$ cat src/hdl/tfld_pkg.sv
// Shared types and constants for the tilt FIR / LED dither block.
// No dependencies; used by tfld_taps and tilt_fir_led_dither.
package tfld_pkg;

	localparam int SAMPLE_W   = 12;
	localparam int WEIGHT_W   = 16;
	localparam int PROD_W     = SAMPLE_W + WEIGHT_W;
	localparam int FILT_W     = 14;
	localparam int Q_SHIFT    = 16;
	localparam int LED_W      = 8;
	localparam int LEVEL_W    = 5;
	localparam int SEL_W      = 3;
	localparam int NUM_REGS   = 5;
	localparam int REG_IDX_W  = 3;
	localparam int APB_ADDR_W = 5;
	localparam int APB_DATA_W = 32;

	localparam logic signed [WEIGHT_W-1:0] WEIGHT_RESET = 16'sh3333;
	localparam logic signed [FILT_W:0]     LEVEL_OFFSET = -15'sd32;
	localparam int                         OUT_MAX      = 8191;
	localparam int                         OUT_MIN      = -8192;
	localparam logic [LED_W-1:0]           LED_SEED     = 8'h08;

	localparam logic CMD_SAMPLE = 1'b0;
	localparam logic CMD_TICK   = 1'b1;

	typedef struct packed {
		logic                       cmd;
		logic signed [SAMPLE_W-1:0] sample;
	} item_t;

	typedef struct packed {
		logic signed [FILT_W-1:0] filtered;
		logic [LED_W-1:0]         led_drive;
	} result_t;

	typedef struct packed {
		logic                  wr;
		logic [REG_IDX_W-1:0]  idx;
		logic [WEIGHT_W-1:0]   data;
	} cfg_wr_t;

endpackage

$ cat src/hdl/tfld_taps.sv
// Tap weight registers, sample delay line and per-tap product register.
// Depends on tfld_pkg.
module tfld_taps #(
	parameter int TAPS = 5
) (
	input  logic                                     clk,
	input  logic                                     arst_n,
	input  tfld_pkg::cfg_wr_t                        cfg,
	output logic [tfld_pkg::APB_DATA_W-1:0]          rd_data,
	input  logic                                     load,
	input  tfld_pkg::item_t                          item,
	output logic signed [tfld_pkg::PROD_W-1:0]       prod_s1 [TAPS]
);

	logic signed [tfld_pkg::WEIGHT_W-1:0] weight_q [TAPS];
	logic signed [tfld_pkg::SAMPLE_W-1:0] delay_q  [TAPS];

	always_ff @(posedge clk or negedge arst_n) begin
		if (!arst_n) begin
			for (int i = 0; i < TAPS; i++) weight_q[i] <= tfld_pkg::WEIGHT_RESET;
		end else if (cfg.wr) begin
			for (int i = 0; i < TAPS; i++) begin
				if (i < tfld_pkg::NUM_REGS && 32'(cfg.idx) == i)
					weight_q[i] <= cfg.data;
			end
		end
	end

	always_comb begin
		rd_data = '0;
		for (int i = 0; i < TAPS; i++) begin
			if (i < tfld_pkg::NUM_REGS && 32'(cfg.idx) == i)
				rd_data = tfld_pkg::APB_DATA_W'(weight_q[i]);
		end
	end

	// Products use the line before the shift: the result lags one sample.
	always_ff @(posedge clk or negedge arst_n) begin
		if (!arst_n) begin
			for (int i = 0; i < TAPS; i++) delay_q[i] <= '0;
		end else if (load && item.cmd == tfld_pkg::CMD_SAMPLE) begin
			for (int i = 0; i < TAPS - 1; i++) delay_q[i] <= delay_q[i+1];
			delay_q[TAPS-1] <= item.sample;
		end
	end

	always_ff @(posedge clk) begin
		if (load) begin
			for (int i = 0; i < TAPS; i++)
				prod_s1[i] <= tfld_pkg::PROD_W'(weight_q[i]) * tfld_pkg::PROD_W'(delay_q[i]);
		end
	end

endmodule

$ cat src/hdl/tilt_fir_led_dither.sv
// Top level of the tilt FIR / LED dither block: handshakes, APB port,
// sum and LED/dither state. Depends on tfld_pkg and tfld_taps.
//
//  channel  | signals                                    | payload
//  ---------+--------------------------------------------+------------------
//  item     | item_valid, item_ready                     | tfld_pkg::item_t
//  result   | result_valid, result_ready                 | tfld_pkg::result_t
//  config   | psel, penable, pwrite, paddr, pwdata,      | 16-bit tap weights
//           | prdata, pready                             | at 4*i
//
// One item per cycle sustained while result_ready is high. Stage 1 registers
// the TAPS products, stage 2 adds them, saturates, and updates the LED/dither
// state, whose registers are the result beat.
// The delay line shifts at accept; stage 2 takes items in order, so a tick
// always sees the pattern of the sample ahead of it.
// Reset clears all state but the stage 1 products and command; weights
// reset to 0x3333. A stall holds stage 2, then stage 1, then the item channel.
module tilt_fir_led_dither #(
	parameter int TAPS         = 5,
	parameter int DITHER_LIMIT = 16
) (
	input  logic                                  clk,
	input  logic                                  arst_n,
	input  logic                                  item_valid,
	output logic                                  item_ready,
	input  tfld_pkg::item_t                       item,
	output logic                                  result_valid,
	input  logic                                  result_ready,
	output tfld_pkg::result_t                     result,
	input  logic                                  psel,
	input  logic                                  penable,
	input  logic                                  pwrite,
	input  logic [tfld_pkg::APB_ADDR_W-1:0]       paddr,
	input  logic [tfld_pkg::APB_DATA_W-1:0]       pwdata,
	output logic [tfld_pkg::APB_DATA_W-1:0]       prdata,
	output logic                                  pready
);

	// Sum width grows with the tap count; keep at least a 14-bit shifted sum.
	localparam int ACC_W = tfld_pkg::PROD_W + 2 + $clog2(TAPS);
	localparam int R_W   = ACC_W - tfld_pkg::Q_SHIFT;
	localparam logic signed [R_W-1:0] SAT_MAX = R_W'(tfld_pkg::OUT_MAX);
	localparam logic signed [R_W-1:0] SAT_MIN = R_W'(tfld_pkg::OUT_MIN);

	tfld_pkg::cfg_wr_t cfg;
	logic signed [tfld_pkg::PROD_W-1:0] prod_s1 [TAPS];

	logic v_s1_q, v_s2_q, cmd_s1;
	logic accept, s2_take;

	logic signed [tfld_pkg::FILT_W-1:0]   filt_q;
	logic [tfld_pkg::LED_W-1:0]           pattern_q, drive_q;
	logic [tfld_pkg::LEVEL_W-1:0]         level_q, count_q;

	logic signed [ACC_W-1:0]              acc;
	logic signed [R_W-1:0]                r;
	logic signed [tfld_pkg::FILT_W-1:0]   filt_d;
	logic signed [tfld_pkg::FILT_W:0]     lvl_v;
	logic [2*tfld_pkg::LED_W-1:0]         rot;
	logic [tfld_pkg::LED_W-1:0]           pattern_d;

	// APB: writes land on the access cycle, no wait states.
	assign pready    = 1'b1;
	assign cfg.wr    = psel && penable && pwrite;
	assign cfg.idx   = paddr[tfld_pkg::APB_ADDR_W-1:2];
	assign cfg.data  = pwdata[tfld_pkg::WEIGHT_W-1:0];

	// Advance stage 2 when it is empty or its beat leaves; stage 1 follows.
	assign s2_take    = v_s1_q && (!v_s2_q || result_ready);
	assign item_ready = !v_s1_q || s2_take;
	assign accept     = item_valid && item_ready;

	tfld_taps #(.TAPS(TAPS)) u_taps (
		.clk     (clk),
		.arst_n  (arst_n),
		.cfg     (cfg),
		.rd_data (prdata),
		.load    (accept),
		.item    (item),
		.prod_s1 (prod_s1)
	);

	always_ff @(posedge clk or negedge arst_n) begin
		if (!arst_n) begin
			v_s1_q <= 1'b0;
			v_s2_q <= 1'b0;
		end else begin
			if (accept)       v_s1_q <= 1'b1;
			else if (s2_take) v_s1_q <= 1'b0;
			if (s2_take)           v_s2_q <= 1'b1;
			else if (result_ready) v_s2_q <= 1'b0;
		end
	end

	always_ff @(posedge clk) begin
		if (accept) cmd_s1 <= item.cmd;
	end

	// Sum the products, shift right by 16 (arithmetic) and saturate.
	always_comb begin
		acc = '0;
		for (int i = 0; i < TAPS; i++) acc = acc + ACC_W'(prod_s1[i]);
		r = acc[ACC_W-1:tfld_pkg::Q_SHIFT];
		if (r > SAT_MAX)      filt_d = tfld_pkg::FILT_W'(SAT_MAX);
		else if (r < SAT_MIN) filt_d = tfld_pkg::FILT_W'(SAT_MIN);
		else                  filt_d = r[tfld_pkg::FILT_W-1:0];
	end

	// Offset the result; bits 8:6 rotate the seed right, bits 5:1 set the level.
	assign lvl_v     = (tfld_pkg::FILT_W+1)'(filt_d) + tfld_pkg::LEVEL_OFFSET;
	assign rot       = {tfld_pkg::LED_SEED, tfld_pkg::LED_SEED} >> lvl_v[8:6];
	assign pattern_d = rot[tfld_pkg::LED_W-1:0];

	always_ff @(posedge clk or negedge arst_n) begin
		if (!arst_n) begin
			filt_q    <= '0;
			pattern_q <= '0;
			level_q   <= '0;
			count_q   <= '0;
			drive_q   <= '0;
		end else if (s2_take) begin
			if (cmd_s1 == tfld_pkg::CMD_SAMPLE) begin
				filt_q    <= filt_d;
				pattern_q <= pattern_d;
				level_q   <= lvl_v[5:1];
			end else begin
				// Dim by one LED position while the counter is below the level.
				drive_q <= (count_q < level_q) ? (pattern_q >> 1) : pattern_q;
				if (count_q > tfld_pkg::LEVEL_W'(DITHER_LIMIT)) count_q <= '0;
				else                                              count_q <= count_q + 1'b1;
			end
		end
	end

	assign result_valid     = v_s2_q;
	assign result.filtered  = filt_q;
	assign result.led_drive = drive_q;

	a_pattern_onehot: assert property (@(posedge clk) disable iff (!arst_n)
		$onehot0(pattern_q)) else $error("LED pattern has more than one bit set");

	a_drive_from_pattern: assert property (@(posedge clk) disable iff (!arst_n)
		s2_take && cmd_s1 == tfld_pkg::CMD_TICK |=>
		drive_q == pattern_q || drive_q == (pattern_q >> 1))
		else $error("LED drive not derived from pattern");

	a_take_gives_result: assert property (@(posedge clk) disable iff (!arst_n)
		s2_take |=> result_valid) else $error("stage 2 advance without result beat");

	a_stall_holds_s1: assert property (@(posedge clk) disable iff (!arst_n)
		v_s2_q && !result_ready && v_s1_q |=> v_s1_q && $stable(cmd_s1))
		else $error("stage 1 lost an item during an output stall");

endmodule
$ cat config.mk
export PLATFORM = sky130hd
export DESIGN_NAME = tilt_fir_led_dither
export DESIGN_NICKNAME = d
export VERILOG_FILES = /design/src/hdl/tfld_pkg.sv /design/src/hdl/tfld_taps.sv /design/src/hdl/tilt_fir_led_dither.sv
export SDC_FILE = /design/constraint.sdc
export NUM_CORES = 2
export LEC_CHECK = 0
export BUFFER_PORTS_ARGS = -buffer_cell sky130_fd_sc_hd__buf_2
export CAP_MARGIN = 20
export CELL_PAD_IN_SITES_DETAIL_PLACEMENT = 1
export CELL_PAD_IN_SITES_GLOBAL_PLACEMENT = 1
export CORE_MARGIN = 2
export CORE_UTILIZATION = 52
export DETAILED_ROUTE_END_ITERATION = 10
export GPL_ROUTABILITY_DRIVEN = 0
export HOLD_SLACK_MARGIN = 0.15
export MAX_ROUTING_LAYER = met4
export PLACE_DENSITY = 0.84
export SYNTH_ARGS = -nofsm -noshare
export SYNTH_HDL_FRONTEND = slang
export SYNTH_SLANG_ARGS = --single-unit
export TNS_END_PERCENT = 5
$ cat constraint.sdc
create_clock -name clk -period 7.2 [get_ports clk]
set_input_delay 0.72 -clock clk [delete_from_list [all_inputs] [get_ports clk]]
set_output_delay 0.72 -clock clk [all_outputs]
set_load 0.005 [all_outputs]
==> out/qor.csv <==
stage,metric,value,unit
die,Die Y,312.6,um
setup_path,critical-path cell list,"nand2_1, fa_1, inv_1, fa_1, inv_1, fa_1, inv_1, fa_1, fa_1, ha_1, o21a_1, o21ai_0, nor4b_1, o31ai_1, o21ai_0, nor3_1, o21bai_1, a21oi_1, xnor2_1",
hold_path,worst hold path class,input pin to async pin,
logic_synthesis,number of synthesized flops with an enable pin,141,
routing,via count,35350,
setup_path,"Data arrival, critical path",7.33,ns
clock_tree,Clk Tree Root Cell,clkbuf_16,
setup_path,CP endpoint kind,register,
clock_tree,CTS tree,done,
clock_tree,H-Tree Depth,2,
logic_synthesis,top cell type's share of synthesized area,39.41,%
sta,sum of negative setup slack,0,ns
logic_synthesis,syn nets,6381,
setup_path,Critical Path Source Type,register,
die,die area,0.09773,sq mm
logic_synthesis,Avg Inst Size Synth,9.871,sq um
die,Core Footprint,0.09473,sq mm
die,row count,113,
setup_path,critical path's top delay family,adder cells,
setup_path,CP max stage delay,0.86,ns
setup_path,crit-path most repeated cell,fa_1,
clock_tree,setup bufs post-CTS,0,
final_layout,nets@finish,6320,
clock_tree,clk slew on worst S/H paths,0.06,ns
setup_path,WS Path Type,register to register,
routing,Remaining DRCs,0,
sta,setup violators final,0,
sta,Clock Skews,0.02864,ns
logic_synthesis,register area share after synthesis,17.64,%
setup_path,Critical R2R Capture,u_taps.prod_s1[54],
sta,final hold violation count,0,
setup_path,slowest cell on the critical path,dfrtp_1,
clock_tree,worst skew pair latency,0.59,ns
logic_synthesis,Post-Syn Instances,5017,
clock_tree,TritonCTS Sinks,319,
sta,Fin Hold WS,0.2110,ns
global_route,first-pass GRT wire length,236.1,mm
logic_synthesis,library cells used by synthesis,77,
global_route,grt total ovfl,0,
final_layout,Filler cells,10640,
routing,vias per cell,5.647,
logic_synthesis,Synth Flop Type,edfxtp_1,
sta,Tmin final,6.999,ns
sta,Worst Tran Pin Value,1.134,ns
routing,WL per Instance,23.77,um
sta,Max Freq,142.9,MHz
setup_path,CP Max Fanout,18,
routing,Post-DRT Antenna Nets,0,
final_layout,layout cells sized above 1,8.163,%
sta,Slew Limit Headroom,24.38,%
logic_synthesis,Yosys warning count,0,
logic_synthesis,share of synthesized flip-flops with an asynchronous set or reset,55.80,%
outcome,outcome,"finished, final reports clean",
sta,Final Cycle Share,97.21,%
global_route,vias in the first global route,42010,
place,post-DP HPWL,118.6,mm
die,initial core utilization,52.28,%
final_layout,"commonest non-fill, non-tap cells in the layout","1,194 x inv_1, 975 x fa_1, 658 x nand2_1",
setup_path,CP Buf/Inv Count,3,
setup_path,crit path to,u_taps.prod_s1[54],
die,I/O pins,114,
sta,RSZ-0062 raised after global routing,false,
routing,initial DRC count,2118,
global_route,initial antenna violation count,12,
setup_path,R2R depth,19,
global_route,GRT Total Usage,32.57,%
setup_path,crit path from,u_taps.delay_q[16],
sta,Pins Over Slew Limit,0,
final_layout,"commonest non-fill, non-tap cell in the layout",inv_1,
flow_run,# Max-Cap Violations,0,
logic_synthesis,mapped cell area,0.04952,sq mm
clock_tree,Clock Tree Buf Depth,3,
setup_path,Worst Path Required,7.53,ns
routing,Post-Route WL,148.8,mm
final_layout,Layout Area Growth over Synthesis,5.553,%
logic_synthesis,synthesized flop and latch total,319,
setup_path,FF-to-FF setup slack,0.20,ns
die,Die X,312.6,um
logic_synthesis,Synth area leaders,"fa_1 39%, inv_1 9.0%, edfxtp_1 8.5%, ha_1 8.4%, dfrtp_1 7.0%",
setup_path,worst r2r src,u_taps.delay_q[16],
place,Port Buf Inserts,94,
global_route,largest net degree at the start of global routing,97,
routing,router iterations before antenna repair,5,
logic_synthesis,Synth area leader,fa_1,
setup_path,WP depth,19,
clock_tree,CTS buffer count,39,
## layout make-up
class	instances	area, sq um	area share, %
well taps	1265	1583	3.028
flip-flops and latches	319	8740	16.72
diodes	10	25.02	0.04787
inverters	1195	4486	8.581
clock buffers	60	1234	2.360
multi-input cells	3266	35350	67.62
clock inverters	11	67.56	0.1292
repair buffers	135	790.8	1.513
## kinds of logic after synthesis
| logic type | synth area share, % |
|---|---|
| buffers and inverters | 11.02 |
| xor gates and xnor gates | 2.771 |
| DFF | 17.64 |
| other | 0.007572 |
| AOI/OAI and AO/OA | 4.876 |
| muxes | 3.648 |
| and+or+nand+nor | 12.24 |
| adders and majority gates | 47.80 |
## cell usage after synthesis, types with 9 or more instances
cell and number:
a211oi_1 14, a21o_1 33, a21oi_1 99, a22oi_1 16, a31oi_1 14, and2_1 305, and3_1 15, buf_4 21
clkbuf_1 212, dfrtp_1 138, dfstp_2 40, edfxtp_1 141, fa_1 975, ha_1 332, inv_1 1194, mux2_2 138
mux2i_1 23, nand2_1 658, nand2b_1 90, nand3_1 22, nor2_1 92, nor2b_1 24, nor3_1 31, o21a_1 9
o21ai_0 69, o21bai_1 17, o22ai_1 16, or3_1 10, xnor2_1 129, xor2_1 24
## per-stage QoR
stage | area, sq um | setup slack [ns] | utilization [%] | instances
6_report | 52280 | 0.2007 | 55.18 | 6261
5_1_grt | 52270 | 0.03251 | 55.18 | 6259
4_1_cts | 52230 | 0.2893 | 55.14 | 6249
3_3_place_gp | 50930 | 0.8229 | 53.76 | 6178
2_1_floorplan | 49530 | 1.193 | - | 5017
3_5_place_dp | 50930 | 0.5222 | 53.76 | 6178
## sequential cells by signal, indices dropped and copies added, names as in the netlist
name	cells
filt_q	14
pattern_q	8
count_q	5
v_s1_q	1
level_q	1
u_taps.delay_q	60
u_taps.weight_q	80
result_valid	1
u_taps.prod_s1	140
cmd_s1	1
drive_q	8
## metal layers
layer  routed length, um  vias to the layer above  track usage (%)
li1                    -                    14900                -
met1               54560                    18720            36.12
met2               76330                     1250            56.39
met3                8364                      483            4.989
met4                9580                        0            17.90
met5                   0                        -                -
## how the worst min path moves through the flow
stage                    endpoint  slack (ns)       start
4_1_cts        u_taps.delay_q[55]        0.28      arst_n
6_report       u_taps.delay_q[56]        0.21      arst_n
3_3_place_gp           drive_q[7]        0.45  drive_q[7]
3_5_place_dp           drive_q[3]        0.47  drive_q[3]
5_1_grt        u_taps.delay_q[56]        0.30      arst_n
2_1_floorplan          count_q[0]        0.42      arst_n
## repair_timing
action | CTS | global route
setup endpoints to repair | 0 | 1
hold buffers | 0 | 0
resized for setup | 0 | 1
Power is left out: the tool's default activity adds up to more than one toggle a clock period on the data nets, which glitch-free logic cannot reach.
